### config.mk
export PLATFORM = sky130hd
export DESIGN_NAME = sprite_attribute_memory_evaluator
export DESIGN_NICKNAME = d
export VERILOG_FILES = /design/src/rtl/sae_pkg.sv /design/src/rtl/sae_mem.sv /design/src/rtl/sprite_attribute_memory_evaluator.sv
export SDC_FILE = /design/constraint.sdc
export NUM_CORES = 2
export LEC_CHECK = 0
export BUFFER_PORTS_ARGS = -buffer_cell sky130_fd_sc_hd__buf_2
export CAP_MARGIN = 20
export CORE_ASPECT_RATIO = 1.4
export CORE_UTILIZATION = 63
export DETAILED_ROUTE_END_ITERATION = 8
export HOLD_SLACK_MARGIN = 0.15
export PLACE_DENSITY = 0.79
export SETUP_SLACK_MARGIN = 0.05
export SYNTH_ARGS = -nofsm -noshare
export SYNTH_HDL_FRONTEND = slang
export SYNTH_SLANG_ARGS = --single-unit
### constraint.sdc
create_clock -name clk -period 6.9 [get_ports clk]
set_input_delay 1.38 -clock clk [delete_from_list [all_inputs] [get_ports clk]]
set_output_delay 1.38 -clock clk [all_outputs]
set_load 0.05 [all_outputs]
### src/rtl/sae_pkg.sv
`default_nettype none

package sae_pkg;

  // table geometry
  localparam int ENTRY_COUNT = 64;
  localparam int SLOTS       = 8;

  localparam int IDX_W  = 6;
  localparam int SLOT_W = (SLOTS > 1) ? $clog2(SLOTS) : 1;
  localparam int CNT_W  = $clog2(SLOTS + 1);

  localparam logic [7:0] Y_LIMIT      = 8'd239;
  localparam logic [7:0] SHORT_HEIGHT = 8'd8;
  localparam logic [7:0] TALL_HEIGHT  = 8'd16;

  // input item kinds
  localparam logic [1:0] MODE_SET_ADDR = 2'd0;
  localparam logic [1:0] MODE_WRITE    = 2'd1;
  localparam logic [1:0] MODE_READ     = 2'd2;
  localparam logic [1:0] MODE_EVAL     = 2'd3;

  typedef logic [7:0] byte_t;

  typedef struct packed {
    logic  we;
    byte_t addr;
    byte_t data;
  } mem_wr_t;

endpackage

`default_nettype wire

### src/rtl/sae_mem.sv
`default_nettype none

module sae_mem (
  input  wire logic            clk,
  input  wire sae_pkg::mem_wr_t wr,
  input  wire sae_pkg::byte_t   raddr,
  output sae_pkg::byte_t        rdata
);
  import sae_pkg::*;

  byte_t mem [256];

  always_ff @(posedge clk) begin
    if (wr.we) begin
      mem[wr.addr] <= wr.data;
    end
    rdata <= mem[raddr];
  end

endmodule

`default_nettype wire

### src/rtl/sprite_attribute_memory_evaluator.sv
// transfers: set address and write complete at their transfer; a read result passes through
//   ST_READ, which waits for a free output register before loading it
// evaluate: every entry is scanned through the shared range compare, then each selected entry
//   is fetched (ST_FETCH) and output (ST_PUSH); an empty scanline gives a single output
// input: address and write items one per cycle; reads and evaluates hold s_tready low until done
// reset: synchronous; a clearing pass then zeroes all 256 memory bytes, s_tready low
`default_nettype none

module sprite_attribute_memory_evaluator (
  input  wire logic        clk,
  input  wire logic        rst,
  // configuration: tall_sprites
  input  wire logic        cfg_we,
  input  wire logic        cfg_wdata,
  // input stream
  input  wire logic        s_tvalid,
  output logic             s_tready,
  input  wire logic [23:0] s_tdata,  // mode[1:0], data_byte[9:2], scanline[17:10], zero pad
  // result stream
  output logic             m_tvalid,
  input  wire logic        m_tready,
  output logic [55:0]      m_tdata,  // read_data, sprite_y, tile, sprite_attr, sprite_x,
                                     // sprite_number[45:40], selected_count[49:46],
                                     // overflow[50], zero pad
  output logic             m_tuser,  // sprite_valid
  output logic             m_tlast   // last
);
  import sae_pkg::*;

  // sequencer states
  localparam logic [2:0] ST_CLEAR = 3'd0;
  localparam logic [2:0] ST_IDLE  = 3'd1;
  localparam logic [2:0] ST_READ  = 3'd2;
  localparam logic [2:0] ST_SCAN  = 3'd3;
  localparam logic [2:0] ST_FETCH = 3'd4;
  localparam logic [2:0] ST_PUSH  = 3'd5;

  localparam logic [IDX_W-1:0] LAST_IDX = IDX_W'(ENTRY_COUNT - 1);

  logic [2:0]  state;
  logic        tall_sprites;
  byte_t       access_address;
  byte_t       clr_addr;

  // scan state
  byte_t              eval_line;
  logic [IDX_W-1:0]   idx;
  logic               issue_done;
  logic               chk_valid;
  logic [IDX_W-1:0]   chk_idx;
  logic [CNT_W-1:0]   nsel;
  logic [CNT_W-1:0]   nsel_next;
  logic [IDX_W-1:0]   chosen [SLOTS];

  // fetch state
  logic [SLOT_W-1:0]  k;
  logic [2:0]         fb;
  byte_t              fbytes [4];

  // memory port
  mem_wr_t            wr;
  byte_t              raddr;
  byte_t              rdata;

  // input fields
  logic [1:0] in_mode;
  byte_t      in_data;
  byte_t      in_line;

  assign in_mode = s_tdata[1:0];
  assign in_data = s_tdata[9:2];
  assign in_line = s_tdata[17:10];

  logic accept;
  logic out_free;
  logic push;
  assign s_tready = (state == ST_IDLE);
  assign accept   = s_tvalid && s_tready;
  assign out_free = !m_tvalid || m_tready;
  // a result is loaded into the output register this cycle
  assign push     = ((state == ST_READ) || (state == ST_PUSH)) && out_free;

  // shared range compare: scanline - (y + 1) must lie in [0, height)
  byte_t      height;
  logic [8:0] diff;
  logic       hit;

  always_comb begin
    height = tall_sprites ? TALL_HEIGHT : SHORT_HEIGHT;
    diff   = {1'b0, eval_line} - {1'b0, rdata} - 9'd1;
    hit    = chk_valid && (rdata <= Y_LIMIT) && !diff[8] && (diff[7:0] < height);
    nsel_next = nsel;
    if (hit && (nsel < CNT_W'(SLOTS))) begin
      nsel_next = nsel + CNT_W'(1);
    end
  end

  // evaluate result word: count and overflow always, entry bytes when one is selected
  logic [55:0] push_data;

  always_comb begin
    push_data        = '0;
    push_data[49:46] = 4'(nsel);
    push_data[50]    = (nsel == CNT_W'(SLOTS));
    if (nsel != '0) begin
      push_data[15:8]  = fbytes[0];
      push_data[23:16] = fbytes[1];
      push_data[31:24] = fbytes[2];
      push_data[39:32] = fbytes[3];
      push_data[45:40] = chosen[k];
    end
  end

  // memory write port: the clearing pass, else write items
  always_comb begin
    wr.we   = 1'b0;
    wr.addr = access_address;
    wr.data = in_data;
    if (state == ST_CLEAR) begin
      wr.we   = 1'b1;
      wr.addr = clr_addr;
      wr.data = '0;
    end else if (accept && (in_mode == MODE_WRITE)) begin
      wr.we = 1'b1;
    end
  end

  // memory read address follows the sequencer
  always_comb begin
    case (state)
      ST_SCAN:  raddr = {idx, 2'b00};
      ST_FETCH: raddr = {chosen[k], fb[1:0]};
      default:  raddr = access_address;
    endcase
  end

  sae_mem u_mem (
    .clk   (clk),
    .wr    (wr),
    .raddr (raddr),
    .rdata (rdata)
  );

  // configuration register
  always_ff @(posedge clk) begin
    if (rst) begin
      tall_sprites <= 1'b0;
    end else if (cfg_we) begin
      tall_sprites <= cfg_wdata;
    end
  end

  // sequencer
  always_ff @(posedge clk) begin
    if (rst) begin
      state          <= ST_CLEAR;
      clr_addr       <= '0;
      access_address <= '0;
      m_tvalid       <= 1'b0;
      chk_valid      <= 1'b0;
      issue_done     <= 1'b0;
      nsel           <= '0;
      idx            <= '0;
      k              <= '0;
      fb             <= '0;
    end else begin
      if (push) begin
        m_tvalid <= 1'b1;
      end else if (m_tready) begin
        m_tvalid <= 1'b0;
      end
      case (state)
        ST_CLEAR: begin
          clr_addr <= clr_addr + 8'd1;
          if (clr_addr == 8'hff) begin
            state <= ST_IDLE;
          end
        end
        ST_IDLE: begin
          if (accept) begin
            case (in_mode)
              MODE_SET_ADDR: access_address <= in_data;
              MODE_WRITE:    access_address <= access_address + 8'd1;
              MODE_READ:     state <= ST_READ;
              MODE_EVAL: begin
                eval_line  <= in_line;
                idx        <= '0;
                issue_done <= 1'b0;
                chk_valid  <= 1'b0;
                nsel       <= '0;
                state      <= ST_SCAN;
              end
              default: state <= ST_IDLE;
            endcase
          end
        end
        ST_READ: begin
          // read data registered from the access address in the previous cycle
          if (out_free) begin
            m_tdata  <= {48'd0, rdata};
            m_tuser  <= 1'b0;
            m_tlast  <= 1'b1;
            state    <= ST_IDLE;
          end
        end
        ST_SCAN: begin
          // issue one y address a cycle, test it the cycle after
          chk_valid <= !issue_done;
          chk_idx   <= idx;
          if (!issue_done) begin
            if (idx == LAST_IDX) begin
              issue_done <= 1'b1;
            end else begin
              idx <= idx + IDX_W'(1);
            end
          end
          if (hit && (nsel < CNT_W'(SLOTS))) begin
            chosen[nsel[SLOT_W-1:0]] <= chk_idx;
          end
          nsel <= nsel_next;
          if (chk_valid && (chk_idx == LAST_IDX)) begin
            k     <= '0;
            fb    <= '0;
            state <= (nsel_next != '0) ? ST_FETCH : ST_PUSH;
          end
        end
        ST_FETCH: begin
          // bytes y, tile, attribute, x arrive in the cycle after their address
          if (fb != 3'd0) begin
            fbytes[2'(fb - 3'd1)] <= rdata;
          end
          if (fb == 3'd4) begin
            state <= ST_PUSH;
          end else begin
            fb <= fb + 3'd1;
          end
        end
        ST_PUSH: begin
          if (out_free) begin
            m_tdata <= push_data;
            if (nsel == '0) begin
              // empty scanline: a single result with no entry
              m_tuser <= 1'b0;
              m_tlast <= 1'b1;
              state   <= ST_IDLE;
            end else begin
              m_tuser <= 1'b1;
              if ((CNT_W'(k) + CNT_W'(1)) == nsel) begin
                m_tlast <= 1'b1;
                state   <= ST_IDLE;
              end else begin
                m_tlast <= 1'b0;
                k       <= k + SLOT_W'(1);
                fb      <= '0;
                state   <= ST_FETCH;
              end
            end
          end
        end
        default: state <= ST_IDLE;
      endcase
    end
  end

endmodule

`default_nettype wire

==> metrics <==
status finished clean; post-synthesis cell count 6,869; max frequency 183.6 MHz; R2R cell count 8; Worst Path Arrival 6.08 ns; Critical Path Sink Type flip-flop; dpl cell area 93,140 sq um; fraction of layout cells with a size suffix above 1 0.07842; clk buf depth 3; EDFF count, synth 2,195; flop2flop setup slack 1.45 ns; VDD IR-drop max 0.2040 mV; Final WS setup 1.454 ns; gr ovfl total 0; final setup vio count 0; fin. max-slew vios 0; Reg area 66,910 sq um; worst slew pin tran 1.236 ns; largest net degree at the start of global routing 257; global-route wire length before repair 337,500 um; Largest stage delay, worst path 1.07 ns; MaxCap Viol Count 0; die width 323.9 um; FFs w/ async S/R, synth 0; port bufs 78; crit start category flip-flop; pre-CTS WS 1.705 ns; Die Y 452.6 um; GRT Resource Usage Total 0.3098; footprint of the multi-input gates 22,030 sq um; vias in the first global route 55.64k; part of the cycle the worst path needs 0.7893; skew final 0.02325 ns; wire per inst 25.78 um; Buf/Inv on CP 0; Worst-path clk slew 0.07 ns; Initial Utilization 0.6341; post-detailed-routing wire length 228,100 um; Yosys cell types 83; CP top delay family compound AO/OA/AOI/OAI gates; Root Driver clkbuf_16; yosys warns 0; Slowest-stage cell, CP o32ai_1; P&R area growth vs syn 8.704%; RSZ-0062 raised after global routing false; ys flop type edfxtp_1; crit path cell chain mux4_2 > mux2i_1 > o32a_2 > nor2_1 > o21ai_0 > o2111ai_1 > o32ai_1 > a211oi_1; # nets final 6,820; clk sinks 2,245; setup bufs post-CTS 0; relative slew slack 0.1762; worst hold-check path type reg2reg; Post-Syn Area 91,370 sq um; drt pass-1 iters 6; DR iter-0 viols 8,207; WP depth 8; Post-CTS Resized 0; Vias per Instance 6.553; Post-route DRC 0; CTS tree yes; dpl hpwl 130,400 um; filler cell count 9,137; Setup Crit Path Kind reg2reg; LEAKAGE 33.46 nW; Seq cells post-synth 2,245; final hold vios 0; htree depth 4; Worst Path Max Fanout 29; Total Die Area 146,600 sq um; critical path endpoint u_mem.rdata[5]; pwr dens 256.7 nW/um^2; min Tclk post-route 5.446 ns; Core Box Area 144,100 sq um; Via Count 57.98k; setup TNS 0 ns; post-synthesis sequential area ratio 0.7323; post-layout instance area 99,320 sq um; I/O pins 90; CTS buffer count 189; initial antenna violation count 3; Final Wtd Congestion 0.9642; Critical Path RT 7.53 ns; cts hold-fix bufs 0; average size of a mapped cell 13.30 sq um; clk_lat worst skew 0.83 ns; remaining antenna violation count 0; num rows 165; worst flop-to-flop path endpoint u_mem.rdata[5]
[worst reg2reg max path: stages, from the launching register on]
cell       delay (ns)
dfxtp_1          0.83
mux4_2           0.59
mux2i_1          0.74
o32a_2           1.04
nor2_1           0.33
o21ai_0          0.29
o2111ai_1        0.28
o32ai_1          1.07
a211oi_1         0.09
[kinds of logic after synthesis]
logic type | after synthesis | synth area share
AND/OR/NAND/NOR | 3117 | 0.1468
flip-flops | 2245 | 0.7323
AO/OA/AOI/OAI | 756 | 0.06555
buffers and inverters | 524 | 0.02839
multiplexers | 192 | 0.02281
adder cells (fa/ha/maj) | 20 | 0.002739
XOR/XNOR | 14 | 0.001342
other | 1 | 0.00004104
[final cells by class]
class / instances / share of cell area
Antenna cell: 4 / 0.0001008
Clock buffer: 245 / 0.05326
Clock inverter: 100 / 0.008415
Inverter: 34 / 0.001285
Multi-Input combinational cell: 4104 / 0.2218
Sequential cell: 2245 / 0.6737
Tap cell: 1920 / 0.02419
Timing Repair Buffer: 196 / 0.01726
[synthesized netlist by cell type (8+ instances only)]
cell type,count,area [sq um]
o21ai_0,60,300.3
nand4_1,24,150.1
o311ai_1,16,140.1
clkbuf_1,189,709.4
ha_1,20,250.2
o22ai_1,11,68.82
buf_1,28,105.1
and3_1,282,1764
edfxtp_1,2195,65910
nand2b_1,12,75.07
a311oi_1,289,2531
buf_6,32,360.4
o31ai_1,14,105.1
buf_4,34,255.2
a2111oi_0,30,262.8
nand2_1,1841,6910
a221oi_1,8,70.07
buf_2,207,1036
nor3_1,19,95.09
a311o_1,8,80.08
a31oi_1,53,331.6
xor2_1,9,78.83
mux4_2,11,247.7
o2111ai_1,25,219.0
o211ai_1,23,172.7
inv_1,33,123.9
o32ai_1,12,105.1
nand3b_1,9,67.56
a2111o_1,8,90.09
dfxtp_1,50,1001
a21oi_1,68,340.3
mux2i_1,161,1612
o311a_1,8,80.08
nand3_1,529,2648
mux2_2,20,225.2
o311ai_0,16,140.1
o31a_1,14,122.6
and2_1,17,106.4
nor2_1,346,1299
a211oi_1,34,255.2
[sequential cells by signal, summed over array words and instances (netlist names), 6 cells and up, named ones only]
signal          cells
clr_addr            8
u_mem.mem        2048
eval_line           8
fbytes             32
idx                 6
access_address      8
u_mem.rdata         8
chosen             48
chk_idx             6
m_tdata            51
[placed cells by master, fill, tap and decap left out, drive strengths merged, types with 32 or more instances in the layout]
cell type     n
and3        282
buf         196
nand3       529
a211oi       35
mux2i       161
a311oi      289
dfxtp        50
o311ai       32
inv          35
nor2        347
clkbuf      245
a21oi        68
o21ai        63
nand2      1841
a2111oi      32
a31oi        53
edfxtp     2195
clkinv       77
[power breakdown]
| group | switching, W | total, W | internal [W] |
|---|---|---|---|
| Sequential | 0.0000233 | 0.0148 | 0.0148 |
| Combinational | 0.000124 | 0.000167 | 0.0000423 |
| Clock | 0.00467 | 0.0105 | 0.00588 |
[per-stage QoR]
| stage | hold WS (ns) | util | power (W) | instances |
|---|---|---|---|---|
| 2_1_floorplan | 0.4601 | - | 0.01515 | 6873 |
| 3_3_place_gp | 0.4766 | 0.6462 | 0.01523 | 8493 |
| 3_5_place_dp | 0.4942 | 0.6463 | 0.01524 | 8496 |
| 4_1_cts | 0.5029 | 0.6889 | 0.02550 | 8841 |
| 5_1_grt | 0.5324 | 0.6892 | 0.02599 | 8844 |
| 6_report | 0.5048 | 0.6893 | 0.02550 | 8848 |
[how the worst min path moves through the flow]
stage,slack [ns],cells past startpoint,from,endpoint
2_1_floorplan,0.46,0,u_mem.rdata[1],fbytes[0][1]
3_3_place_gp,0.48,2,clr_addr[1],clr_addr[1]
3_5_place_dp,0.49,2,clr_addr[1],clr_addr[1]
4_1_cts,0.50,2,clr_addr[1],clr_addr[1]
5_1_grt,0.53,2,clr_addr[1],clr_addr[1]
6_report,0.50,2,clr_addr[1],clr_addr[1]
[routing by layer]
layer | track usage | part of all wire | up-vias
li1 | - | - | 25340
met1 | 0.3923 | 0.34 | 28200
met2 | 0.4976 | 0.48 | 3700
met3 | 0.05901 | 0.11 | 731
met4 | 0.1876 | 0.068 | 4
met5 | 0 | 0.00010 | -
Note: power is estimated with default switching activity, not from simulation.
